===== src/rtl/core/boe_pkg.sv =====
package boe_pkg;

	// position fields as carried on the result channel
	localparam int POS_W = 10;

	// a single pixel causes up to this many result beats
	localparam int MAX_RES = 3;

	// result queue
	localparam int FIFO_DEPTH = 8;
	localparam int FIFO_AW    = $clog2(FIFO_DEPTH);
	localparam int FIFO_CW    = $clog2(FIFO_DEPTH + 1);

	// register indexes on the write port
	localparam logic CFG_WIDTH  = 1'b0;
	localparam logic CFG_HEIGHT = 1'b1;

	// one result beat
	typedef struct packed {
		logic             is_outline;
		logic [POS_W-1:0] row;
		logic [POS_W-1:0] col;
		logic             last;
	} result_t;

	// results of one pixel, packed from slot 0 upward
	typedef struct packed {
		logic [1:0]            num;
		result_t [MAX_RES-1:0] res;
	} res_set_t;

endpackage


===== src/rtl/core/boe_ram.sv =====
module boe_ram #(
	parameter int WIDTH = 2,
	parameter int DEPTH = 1024
) (
	input  logic                                   clk,
	input  logic                                   we,
	input  logic [((DEPTH > 1) ? $clog2(DEPTH) : 1)-1:0] waddr,
	input  logic [WIDTH-1:0]                       wdata,
	input  logic [((DEPTH > 1) ? $clog2(DEPTH) : 1)-1:0] raddr,
	output logic [WIDTH-1:0]                       rdata
);

	logic [WIDTH-1:0] mem [DEPTH];

	// registered read, old data on a same-address write
	always_ff @(posedge clk) begin
		rdata <= mem[raddr];
		if (we) begin
			mem[waddr] <= wdata;
		end
	end

endmodule


===== src/rtl/core/boe_window.sv =====
module boe_window #(
	parameter int COL_W = 10,
	parameter int ROW_W = 10
) (
	input  logic                clk,
	input  logic                arst_n,
	input  logic                step,
	input  logic [ROW_W-1:0]    row,
	input  logic [COL_W-1:0]    col,
	input  logic [COL_W:0]      w,
	input  logic [ROW_W:0]      h,
	input  logic                top,
	input  logic                mid,
	input  logic                fg,
	output boe_pkg::res_set_t   res_set
);

	logic [5:0]        window_q;
	logic [2:0]        col_now;
	logic [ROW_W-1:0]  rm1;
	logic [COL_W-1:0]  cm1;
	logic              pa, pb, pc;
	logic              flag_a;
	boe_pkg::result_t  ra, rb, rc;

	assign col_now = {top, mid, fg};
	assign rm1     = row - ROW_W'(1);
	assign cm1     = col - COL_W'(1);

	always_comb begin
		pa = (row != '0) && (col != '0);
		pb = (row != '0) && ({1'b0, col} == w - (COL_W+1)'(1));
		pc = ({1'b0, row} == h - (ROW_W+1)'(1));

		// upper-left neighbour of the current pixel is now fully surrounded
		if (!window_q[1]) begin
			flag_a = 1'b0;
		end else if (rm1 == '0 || cm1 == '0 || {1'b0, cm1} == w - (COL_W+1)'(1)) begin
			flag_a = 1'b1;
		end else begin
			flag_a = !(window_q == 6'h3F && col_now == 3'h7);
		end

		ra.is_outline = flag_a;
		ra.row        = boe_pkg::POS_W'(rm1);
		ra.col        = boe_pkg::POS_W'(cm1);
		ra.last       = !pb && !pc;

		// pixel above, last column
		rb.is_outline = mid;
		rb.row        = boe_pkg::POS_W'(rm1);
		rb.col        = boe_pkg::POS_W'(col);
		rb.last       = !pc;

		// last row, decided from itself
		rc.is_outline = fg;
		rc.row        = boe_pkg::POS_W'(row);
		rc.col        = boe_pkg::POS_W'(col);
		rc.last       = 1'b1;

		res_set.num    = {1'b0, pa} + {1'b0, pb} + {1'b0, pc};
		res_set.res[0] = pa ? ra : (pb ? rb : rc);
		res_set.res[1] = pa ? (pb ? rb : rc) : rc;
		res_set.res[2] = rc;
		if (!step) begin
			res_set.num = 2'd0;
		end
	end

	always_ff @(posedge clk or negedge arst_n) begin
		if (!arst_n) begin
			window_q <= '0;
		end else if (step) begin
			window_q <= {window_q[2:0], col_now};
		end
	end

endmodule


===== src/rtl/core/boe_rfifo.sv =====
module boe_rfifo (
	input  logic                          clk,
	input  logic                          arst_n,
	input  boe_pkg::res_set_t             push,
	input  logic                          pop,
	output boe_pkg::result_t              head,
	output logic [boe_pkg::FIFO_CW-1:0]   count
);

	boe_pkg::result_t                 mem_q [boe_pkg::FIFO_DEPTH];
	logic [boe_pkg::FIFO_AW-1:0]      wr_q;
	logic [boe_pkg::FIFO_AW-1:0]      rd_q;
	logic [boe_pkg::FIFO_CW-1:0]      cnt_q;

	assign head  = mem_q[rd_q];
	assign count = cnt_q;

	always_ff @(posedge clk) begin
		for (int i = 0; i < boe_pkg::MAX_RES; i++) begin
			if (2'(i) < push.num) begin
				mem_q[wr_q + boe_pkg::FIFO_AW'(i)] <= push.res[i];
			end
		end
	end

	always_ff @(posedge clk or negedge arst_n) begin
		if (!arst_n) begin
			wr_q  <= '0;
			rd_q  <= '0;
			cnt_q <= '0;
		end else begin
			wr_q  <= wr_q + boe_pkg::FIFO_AW'(push.num);
			rd_q  <= rd_q + boe_pkg::FIFO_AW'(pop);
			cnt_q <= cnt_q + boe_pkg::FIFO_CW'(push.num) - boe_pkg::FIFO_CW'(pop);
		end
	end

endmodule


===== src/rtl/core/binary_outline_extract.sv =====
// binary outline extraction, 3x3 window
// pixels enter on the input channel (in_valid / in_stall / pixel_value) in
// raster order, one beat per pixel; a value of 0 is foreground. every decided
// pixel leaves as one beat on the output channel (out_valid / out_stall) with
// its flag, row, column and last_of_run on the final beat caused by one pixel.
// a pixel causes 0 to 3 beats: interior pixels are decided once their
// lower-right neighbour arrives, the last column and last row add their own.
// frame size comes from the write port (cfg_we, cfg_index 0 = width,
// 1 = height); write it only while the block is idle.
//
// throughput: one pixel per clock, limited by the output channel at one beat
// per clock; the line store is a single 2-bit wide memory read as a pixel is
// accepted and written back from stage 1, with a bypass for one-pixel rows.
// a pixel's beats pass the stage 1 registers and the result queue before output.
// an 8-entry result queue decouples the sides: input stalls only when the
// queue cannot take the worst case of the pixels already in flight, so a
// stalled receiver stops input after a few beats and loses nothing.
// reset: position returns to row 0 column 0, size to 1024 x 1024, the queue
// and window empty; line store content is not cleared and is unused until
// written by the first rows of a frame.
module binary_outline_extract #(
	parameter int MAX_WIDTH  = 1024,
	parameter int MAX_HEIGHT = 1024
) (
	input  logic                        clk,
	input  logic                        arst_n,
	// configuration
	input  logic                        cfg_we,
	input  logic                        cfg_index,
	input  logic [10:0]                 cfg_data,
	// pixel input
	input  logic                        in_valid,
	output logic                        in_stall,
	input  logic [7:0]                  pixel_value,
	// result output
	output logic                        out_valid,
	input  logic                        out_stall,
	output logic                        is_outline,
	output logic [boe_pkg::POS_W-1:0]   out_row,
	output logic [boe_pkg::POS_W-1:0]   out_col,
	output logic                        last_of_run
);

	localparam int CW = (MAX_WIDTH > 1) ? $clog2(MAX_WIDTH) : 1;
	localparam int RW = (MAX_HEIGHT > 1) ? $clog2(MAX_HEIGHT) : 1;

	// size registers, raw as written
	logic [10:0]   width_q;
	logic [10:0]   height_q;
	// clamped sizes
	logic [CW:0]   w;
	logic [RW:0]   h;

	// position of the next pixel
	logic [CW-1:0] col_q;
	logic [RW-1:0] row_q;

	// position of the pixel being accepted, and the one after it
	logic          col_wrap;
	logic [RW:0]   r_inc;
	logic [CW-1:0] c0;
	logic [RW-1:0] r0;
	logic [CW:0]   c_nx;
	logic [RW:0]   r_nx;
	logic [CW-1:0] col_d;
	logic [RW-1:0] row_d;

	logic          accept;
	logic          pop;

	// stage 1: line store data available, decision made
	logic          s1_valid;
	logic [CW-1:0] col_s1;
	logic [RW-1:0] row_s1;
	logic          fg_s1;
	logic          fwd_s1;
	logic [1:0]    fwd_data_s1;

	logic [1:0]    ram_rdata;
	logic [1:0]    line_s1;

	boe_pkg::res_set_t              res_set;
	boe_pkg::result_t               head;
	logic [boe_pkg::FIFO_CW-1:0]    fifo_cnt;

	// size clamping: 0 acts as 1, beyond the maximum acts as the maximum
	always_comb begin
		if (width_q == '0) begin
			w = (CW+1)'(1);
		end else if (32'(width_q) > MAX_WIDTH) begin
			w = (CW+1)'(MAX_WIDTH);
		end else begin
			w = (CW+1)'(width_q);
		end
		if (height_q == '0) begin
			h = (RW+1)'(1);
		end else if (32'(height_q) > MAX_HEIGHT) begin
			h = (RW+1)'(MAX_HEIGHT);
		end else begin
			h = (RW+1)'(height_q);
		end
	end

	always_ff @(posedge clk or negedge arst_n) begin
		if (!arst_n) begin
			width_q  <= 11'd1024;
			height_q <= 11'd1024;
		end else if (cfg_we) begin
			case (cfg_index)
				boe_pkg::CFG_WIDTH:  width_q  <= cfg_data;
				boe_pkg::CFG_HEIGHT: height_q <= cfg_data;
				default:             width_q  <= width_q;
			endcase
		end
	end

	// position bookkeeping; a shrunk size wraps the stored position first
	always_comb begin
		col_wrap = ({1'b0, col_q} >= w);
		c0       = col_wrap ? '0 : col_q;
		r_inc    = {1'b0, row_q} + (RW+1)'(col_wrap);
		r0       = (r_inc >= h) ? '0 : r_inc[RW-1:0];
		c_nx     = {1'b0, c0} + (CW+1)'(1);
		r_nx     = {1'b0, r0} + (RW+1)'(1);
		if (c_nx >= w) begin
			col_d = '0;
			row_d = (r_nx >= h) ? '0 : r_nx[RW-1:0];
		end else begin
			col_d = c_nx[CW-1:0];
			row_d = r0;
		end
	end

	// room for the worst case of the pixel in stage 1 plus the new one
	assign in_stall = ({1'b0, fifo_cnt} + (s1_valid ? (boe_pkg::FIFO_CW+1)'(boe_pkg::MAX_RES)
	                                                : '0))
	                  > (boe_pkg::FIFO_CW+1)'(boe_pkg::FIFO_DEPTH - boe_pkg::MAX_RES);
	assign accept   = in_valid && !in_stall;

	always_ff @(posedge clk or negedge arst_n) begin
		if (!arst_n) begin
			col_q    <= '0;
			row_q    <= '0;
			s1_valid <= 1'b0;
		end else begin
			s1_valid <= accept;
			if (accept) begin
				col_q <= col_d;
				row_q <= row_d;
			end
		end
	end

	// stage 1 payload; bypass when stage 1 writes the column being read
	always_ff @(posedge clk) begin
		if (accept) begin
			col_s1      <= c0;
			row_s1      <= r0;
			fg_s1       <= (pixel_value == 8'd0);
			fwd_s1      <= s1_valid && (col_s1 == c0);
			fwd_data_s1 <= {line_s1[0], fg_s1};
		end
	end

	// bit 1: two rows up, bit 0: one row up
	boe_ram #(
		.WIDTH (2),
		.DEPTH (MAX_WIDTH)
	) u_line (
		.clk   (clk),
		.we    (s1_valid),
		.waddr (col_s1),
		.wdata ({line_s1[0], fg_s1}),
		.raddr (c0),
		.rdata (ram_rdata)
	);

	assign line_s1 = fwd_s1 ? fwd_data_s1 : ram_rdata;

	boe_window #(
		.COL_W (CW),
		.ROW_W (RW)
	) u_window (
		.clk     (clk),
		.arst_n  (arst_n),
		.step    (s1_valid),
		.row     (row_s1),
		.col     (col_s1),
		.w       (w),
		.h       (h),
		.top     (line_s1[1]),
		.mid     (line_s1[0]),
		.fg      (fg_s1),
		.res_set (res_set)
	);

	assign pop = out_valid && !out_stall;

	boe_rfifo u_rfifo (
		.clk    (clk),
		.arst_n (arst_n),
		.push   (res_set),
		.pop    (pop),
		.head   (head),
		.count  (fifo_cnt)
	);

	assign out_valid   = (fifo_cnt != '0);
	assign is_outline  = head.is_outline;
	assign out_row     = head.row;
	assign out_col     = head.col;
	assign last_of_run = head.last;

	// queue never holds more than its depth
	a_fifo_bound: assert property (@(posedge clk) disable iff (!arst_n)
		fifo_cnt <= boe_pkg::FIFO_CW'(boe_pkg::FIFO_DEPTH))
		else $error("result queue overflow");

	// a pixel in stage 1 always finds room for all of its results
	a_s1_room: assert property (@(posedge clk) disable iff (!arst_n)
		s1_valid |-> ({1'b0, fifo_cnt} + (boe_pkg::FIFO_CW+1)'(boe_pkg::MAX_RES))
		             <= (boe_pkg::FIFO_CW+1)'(boe_pkg::FIFO_DEPTH))
		else $error("stage 1 without queue room");

	// stored column stays inside the line store
	a_col_range: assert property (@(posedge clk) disable iff (!arst_n)
		{1'b0, col_q} < (CW+1)'(MAX_WIDTH))
		else $error("column position out of range");

endmodule


===== config.mk =====
export PLATFORM = sky130hd
export DESIGN_NAME = binary_outline_extract
export DESIGN_NICKNAME = d
export VERILOG_FILES = /design/src/rtl/core/boe_pkg.sv /design/src/rtl/core/boe_ram.sv /design/src/rtl/core/boe_window.sv /design/src/rtl/core/boe_rfifo.sv /design/src/rtl/core/binary_outline_extract.sv
export SDC_FILE = /design/constraint.sdc
export NUM_CORES = 2
export LEC_CHECK = 0
export BUFFER_PORTS_ARGS = -buffer_cell sky130_fd_sc_hd__buf_2
export CORE_MARGIN = 2
export CORE_UTILIZATION = 30
export DETAILED_ROUTE_END_ITERATION = 10
export PLACE_DENSITY = 0.4
export SKIP_LAST_GASP = 1
export SYNTH_ARGS = -nofsm -noshare
export SYNTH_HDL_FRONTEND = slang
export SYNTH_SLANG_ARGS = --single-unit

===== constraint.sdc =====
create_clock -name clk -period 16.62 [get_ports clk]
set_input_delay 0.831 -clock clk [delete_from_list [all_inputs] [get_ports clk]]
set_output_delay 0.831 -clock clk [all_outputs]
set_load 0.005 [all_outputs]

-- After elaboration in Yosys (flattened, before gate mapping)
Memories as Yosys holds them, arrays and structs flattened. A register that Yosys moved wholly into a read port is not among the register bits.
Cells that the tools add are included.
- add/subtract/negate cells: 16
- magnitude comparators: 10
- equal/unequal tests: 6
- mux-type cells: 25
- bitwise operators: 1
- reduce and logical (&&, ||, !) cells: 24
- operators with widths (cell ; count):
    $mux 22 ; 3
    $mux 10 ; 5
    $mux 11 ; 4
    $eq 10x11->1 ; 3
    $ge 11x11->1 ; 3
    $add 10x1->11 const B ; 2
    $gt 11x11->1 const B ; 2
    $logic_not 11->1 ; 2
    $sub 11x1->11 const B ; 2
    $logic_not 10->1 ; 2
    $reduce_bool 10->1 ; 2
    $sub 10x1->10 const B ; 2
    $add 10x1->11 ; 1
    $ge 10x11->1 ; 1
    $eq 10x10->1 ; 1
    $mux 1 ; 10
    $logic_not 8->1 ; 1
    $logic_and 1x1->1 ; 7
    $eq 6x6->1 const B ; 1
    $mux 2 ; 3
    $add 4x2->5 ; 1
    $gt 5x3->1 const B ; 1
    $logic_not 1->1 ; 5
    $add 4x2->4 ; 1
    14 further kinds ; 17
- register bits: 83
- bits in writable memories: 2224
- input bits: 25
- output and inout port bits: 24
- word-level logic and storage cells: 98
- memories: 2
- memory list (memory ; words ; bits a word ; rd ports ; clocked after memory_dff ; write ports ; RTL line ; RTL):
    u_line.mem ; 1024 ; 2 ; 1 ; 1 ; 1 ; boe_ram.sv:13 ; logic [WIDTH-1:0] mem [DEPTH];
    u_rfifo.mem_q ; 8 ; 22 ; 1 ; 0 ; 3 ; boe_rfifo.sv:10 ; boe_pkg::result_t mem_q [boe_pkg::FIFO_DEPTH];

-- Longest topological paths before layout
- depth after elaboration: 12
- depth in mapped cells: 43
- mapped depth without buffers: 35

-- Cells and area by module
Synthesis repeated with hierarchy kept, for this count alone.
- cell total of the unflattened synthesis: 6934
- area total of the unflattened synthesis: 103575.6 sq um
- by module, submodules not included (module ; times used ; cells an instance ; area each (sq um) ; sequential area each (sq um)):
    boe_ram ; 1 ; 4793 ; 83757.8 ; 61539.0
    boe_rfifo ; 1 ; 1287 ; 12512.0 ; 5535.3
    binary_outline_extract ; 1 ; 522 ; 4843.4 ; 1799.2
    boe_window ; 1 ; 332 ; 2462.4 ; 150.1

-- Worst setup path after synthesis
Ideal clock, no wire load.
- path kind: register to register
- from: register fg_s1
- to: register fwd_data_s1[0], data pin
- setup time: 2.676 ns
- arrival time: 12.042 ns
- required time: 13.944 ns
- path slack: 1.902 ns
- stages on the path, launching flop included: 1
- path buffers: 0
- clock period less this slack: 14.718 ns
- cells stage by stage: edfxtp_1
- RTL lines (element ; RTL line ; RTL):
    start, declared ; binary_outline_extract.sv:75 ; logic fg_s1;
    start signal, assigned ; binary_outline_extract.sv:159 ; fg_s1 <= (pixel_value == 8'd0);
    end signal, assigned ; binary_outline_extract.sv:161 ; fwd_data_s1 <= {line_s1[0], fg_s1};
    end, declared ; binary_outline_extract.sv:77 ; logic [1:0] fwd_data_s1;
No word-level cell between the ends.

-- Worst setup path in the final report
- from: register width_q[10]
- to: register row_q[7]
- longest elaborated chain between the ends: 11
- elaborated cells on any way between the ends: 15
- classes of those cells: add/sub: 3; order compare: 5; mux: 6; reduce/logical: 1
- ends and longest elaborated chain (element ; RTL line ; RTL):
    start, declared ; binary_outline_extract.sv:48 ; logic [10:0] width_q;
    start signal, assigned ; binary_outline_extract.sv:110 ; boe_pkg::CFG_WIDTH: width_q <= cfg_data;
    start signal, assigned ; binary_outline_extract.sv:112 ; default: width_q <= width_q;
    $gt 11x11->1 ; binary_outline_extract.sv:90 ; end else if (32'(width_q) > MAX_WIDTH) begin
    $mux 11 ; binary_outline_extract.sv:90 ;
    $mux 11 (*) ; binary_outline_extract.sv:88 ; if (width_q == '0) begin
    $ge 10x11->1 (*) ; binary_outline_extract.sv:119 ; col_wrap = ({1'b0, col_q} >= w);
    $add 10x1->11 (*) ; binary_outline_extract.sv:121 ; r_inc = {1'b0, row_q} + (RW+1)'(col_wrap);
    $ge 11x11->1 ; binary_outline_extract.sv:122 ; r0 = (r_inc >= h) ? '0 : r_inc[RW-1:0];
    $mux 10 (*) ; binary_outline_extract.sv:122 ;
    named net r0[0] ; binary_outline_extract.sv:62 ; logic [RW-1:0] r0;
    $add 10x1->11 (*) ; binary_outline_extract.sv:124 ; r_nx = {1'b0, r0} + (RW+1)'(1);
    $ge 11x11->1 ; binary_outline_extract.sv:127 ; row_d = (r_nx >= h) ? '0 : r_nx[RW-1:0];
    $mux 10 (*) ; binary_outline_extract.sv:127 ;
    $mux 10 (*) ; binary_outline_extract.sv:125 ; if (c_nx >= w) begin
    end signal, assigned ; binary_outline_extract.sv:149 ; row_q <= row_d;
    end, declared ; binary_outline_extract.sv:56 ; logic [RW-1:0] row_q;
The timed path passes the listed nets; every way through them passes the cells marked *.
A chain may end at the register's enable or synchronous reset.

==> reports/results.ini <==
[timing]
clock.fmax_mhz = 110
finalHoldViolCount = 0
timing_worst_slew_pin_value_ns = 1.38
report.final.setup_viol = 0
finClkSkew_ns = 0.0529
relSlewSlack_pct = 6.82
finalWorstSetupSlack_ns = 7.52
totalNegativeSetupSlack_ns = 0
maxSlewViolCount = 0
min_period_over_period_pct = 54.8
rsz0062_at_grt = false
worst_case_hold_slack_ns = 0.133
layout_min_cycle_time_ns = 9.10

[route]
route.final.wire_length_um = 428000
met2RoutedLength_um = 197000
routed_wire_length_per_instance_um = 34.6
detail_route.first_pass.iterations = 6
routed-via-count = 69365
initialDrtViolationCount = 8631
drcViolationCount = 0
route.layer.met1.wl_um = 183000
drt-vias-per-instance = 5.60
maxUsedRoutingLayer = met5
dr_wl_met3_um = 30900
drtAntennaViolNets = 0

[worst_setup_path]
setup.worst_path.class = flop to flop
required_ns = 17.40
critPathSlowestCell = sky130_fd_sc_hd__dfstp_2
cp_slowest_stage_delay_ns = 0.74
worstSetupStartpointType = flop
timing.critical_path.fanout_max = 23
worstReg2RegStart = width_q[10]$_DFFE_PN1P_
most_repeated_library_cell_on_the_critical_path = sky130_fd_sc_hd__ha_1
worstPathArrival_ns = 9.88
endpoint_kind = flop
worstSetupStartpoint = width_q[10]$_DFFE_PN1P_

[layout]
area.growth.synth_to_final_pct = 14.5
share_of_cells_above_drive_strength_1_pct = 13.3
final_cell_area_mm2 = 0.116
layout.nets = 7739
finish.utilization_pct = 34.5
final_cell_count_no_fill = 12382

[global_routing]
grt_pass1_wl_um = 585000
overall_overflow_remaining_after_global_route = 0
grt_start_max_net_pins = 197
grt.total_usage_pct = 24.5
grt_antenna_before_repair = 40
vias_in_the_first_global_route = 69088

[floorplan]
core.rowCount = 213
start_util_pct = 30.1
core_area_mm2 = 0.336
die_area_mm2 = 0.342
die-width_um = 585
die_height_um = 585
ioPinCount = 49

[pwr]
powerDensity_mw_per_mm2 = 175
peakVddDrop_v = 0.000112
report.power.total_mw = 20.3
power.leakage_nw = 36.4

[placement]
place_ws_ns = 7.55
io_buffer_count = 48
dp_hpwl_um = 251000
place_inst = 11880
globalplace.congestion = 0.874
placed_instance_area_mm2 = 0.107

[cts]
clock_tree_from_tritoncts = built
cts_hold_repair.buffers = 0
insertion_delay_ns = 0.92
cts_resized = 0
post-cts-setup-buffers = 0
ctsLongestPathBuffers = 4
cts_htree_levels = 5
tritoncts_sinks = 2309
cts.clk_slew.worst_paths_ns = 0.06
clock_tree_root = sky130_fd_sc_hd__clkbuf_16
cts_made_buffers = 274

[yosys]
netlist_area_mm2 = 0.101
synth_flop_cell = sky130_fd_sc_hd__edfxtp_1
synth-async-reset-ratio_pct = 2.56
postSynthCellCount = 7678
synth-simple-area-share_pct = 9.51
synth-warning-count = 0
synth.yosys.seq_area_share_pct = 68.2
synth_adder_area_share_pct = 1.02
syn-num-nets = 7776
proportion_of_synthesized_area_in_mux_cells_pct = 6.72
synth-seq-cells = 2309
synth-edff-count = 2240
postSynthAreaPerCell_um2 = 13.2
netlist-cell-type-count = 106
post_synth_xor_area_fraction_pct = 1.68
largest_family_of_logic_cells_by_synthesized_area = compound AO/OA/AOI/OAI gates
synth_compound_area_share_pct = 10.2

[job]
max_cap_viol_count = 0

[min_path]
min-delay-path-class = primary input to async pin

[run_status]
run_status = complete, no violations

[power by group]
| group | total (mW) | internal [mW] | switching, mW |
|---|---|---|---|
| clock network | 5.90 | 3.39 | 2.51 |
| registers | 7.59 | 7.37 | 0.217 |
| logic | 6.77 | 1.79 | 4.99 |
| total | 20.3 | 12.5 | 7.72 |
[path summary, 6_finish.rpt]
kind	end	depth (start not counted)	slack [ns]
worst min register to register	u_rfifo.rd_q[1]$_DFF_PN0_	1	0.51
worst max-delay path	row_q[7]$_DFFE_PN0P_	34	7.52
min in group clk	width_q[1]$_DFFE_PN0P_	3	0.23
max in group asynchronous	col_q[3]$_DFFE_PN0P_	2	15.77
worst min-delay path	row_q[4]$_DFFE_PN0P_	2	0.13
worst max register to register	row_q[7]$_DFFE_PN0P_	34	7.52
[worst max-delay path: cells and delay by family (launching register included)]
family | cells | cell delay, ns
simple gates | 6 | 1.62
buf+inv | 4 | 1.12
fa+ha+maj | 6 | 1.69
xor+xnor | 2 | 0.40
flops | 1 | 0.74
compound gates | 16 | 3.37
[synthesized netlist by cell type, types with 34 or more instances]
cell type                  number  area [um2]
sky130_fd_sc_hd__and3_1        34         213
sky130_fd_sc_hd__nor4_1        36         225
sky130_fd_sc_hd__ha_1          69         863
sky130_fd_sc_hd__edfxtp_1    2240       67300
sky130_fd_sc_hd__xnor2_1      110         963
sky130_fd_sc_hd__nor2_1      1357        5090
sky130_fd_sc_hd__o221ai_1     168        1470
sky130_fd_sc_hd__a21oi_1      347        1740
sky130_fd_sc_hd__nand3_1       90         450
sky130_fd_sc_hd__xor2_1        82         718
sky130_fd_sc_hd__nor3_1       116         581
sky130_fd_sc_hd__a211oi_1      60         450
sky130_fd_sc_hd__o21ai_0      380        1900
sky130_fd_sc_hd__clkbuf_1     375        1410
sky130_fd_sc_hd__dfrtp_1       57        1430
sky130_fd_sc_hd__mux4_2        94        2120
sky130_fd_sc_hd__nand2_1      457        1720
sky130_fd_sc_hd__buf_2        124         621
sky130_fd_sc_hd__mux2_2       113        1270
sky130_fd_sc_hd__buf_1        121         454
sky130_fd_sc_hd__mux2i_1      341        3410
sky130_fd_sc_hd__a31oi_1       45         282
sky130_fd_sc_hd__inv_1         59         221
sky130_fd_sc_hd__o22ai_1      175        1090
sky130_fd_sc_hd__o211ai_1      44         330
[state kept, by name, indices dropped and copies added (netlist names)]
name               flops
fwd_s1                 1
col_s1                10
u_line.rdata           2
fwd_data_s1            2
row_q                 10
fg_s1                  1
col_q                 10
u_window.window_q      6
u_rfifo.mem_q        176
s1_valid               1
u_rfifo.count          4
u_rfifo.rd_q           3
u_line.mem          2048
row_s1                10
width_q               11
height_q              11
u_rfifo.wr_q           3
[final cells by class]
| class | instances | area (um2) |
|---|---|---|
| clock inverters | 130 | 1180 |
| well taps | 4515 | 5650 |
| multi-input cells | 4679 | 30000 |
| clock buffers | 359 | 7340 |
| fillers | 32830 | 220000 |
| diodes | 13 | 32.5 |
| inverters | 67 | 294 |
| flip-flops and latches | 2309 | 69000 |
| repair buffers | 310 | 2330 |
[cells in the final DEF (no fill, tap or decap), types with 26 or more instances in the layout]
| cell | netlist | layout |
|---|---|---|
| sky130_fd_sc_hd__xor2_1 | 82 | 82 |
| sky130_fd_sc_hd__o21ai_0 | 380 | 369 |
| sky130_fd_sc_hd__inv_1 | 59 | 51 |
| sky130_fd_sc_hd__mux2_2 | 113 | 113 |
| sky130_fd_sc_hd__nor3_1 | 116 | 115 |
| sky130_fd_sc_hd__clkinv_1 | 3 | 67 |
| sky130_fd_sc_hd__o221ai_1 | 168 | 168 |
| sky130_fd_sc_hd__nor4_1 | 36 | 35 |
| sky130_fd_sc_hd__o211ai_1 | 44 | 44 |
| sky130_fd_sc_hd__edfxtp_1 | 2240 | 2240 |
| sky130_fd_sc_hd__nand3_1 | 90 | 85 |
| sky130_fd_sc_hd__xnor2_1 | 110 | 110 |
| sky130_fd_sc_hd__nor2b_1 | 30 | 27 |
| sky130_fd_sc_hd__mux2i_1 | 341 | 341 |
| sky130_fd_sc_hd__a31oi_1 | 45 | 45 |
| sky130_fd_sc_hd__dfrtp_1 | 57 | 49 |
| sky130_fd_sc_hd__a221oi_1 | 29 | 29 |
| sky130_fd_sc_hd__o31ai_1 | 29 | 28 |
| sky130_fd_sc_hd__clkbuf_16 | 0 | 281 |
| sky130_fd_sc_hd__ha_1 | 69 | 69 |
| sky130_fd_sc_hd__o22ai_1 | 175 | 175 |
| sky130_fd_sc_hd__buf_4 | 2 | 251 |
| sky130_fd_sc_hd__and3_1 | 34 | 34 |
| sky130_fd_sc_hd__a21oi_1 | 347 | 347 |
| sky130_fd_sc_hd__clkbuf_1 | 375 | 76 |
| sky130_fd_sc_hd__and2_1 | 27 | 26 |
| sky130_fd_sc_hd__a211oi_1 | 60 | 59 |
| sky130_fd_sc_hd__nor2_1 | 1357 | 1352 |
| sky130_fd_sc_hd__nand2_1 | 457 | 425 |
| sky130_fd_sc_hd__buf_2 | 124 | 49 |
| sky130_fd_sc_hd__mux4_2 | 94 | 94 |
[cell families (layout without fill, tap and decap cells)]
group | count (synthesis) | after routing
compound gates | 1570 | 1570
xor+xnor | 193 | 193
fa+ha+maj | 81 | 81
buf+inv | 690 | 866
flops | 2309 | 2309
mux | 548 | 548
other cells | 0 | 13
simple gates | 2287 | 2287
[layer usage]
metal  vias up  GRT usage [%]
li1      29037              -
met1     36496           33.8
met2      3166           39.0
met3       654           3.62
met4        12           9.19
met5         -              0
Power figures use the tool's default switching activity.
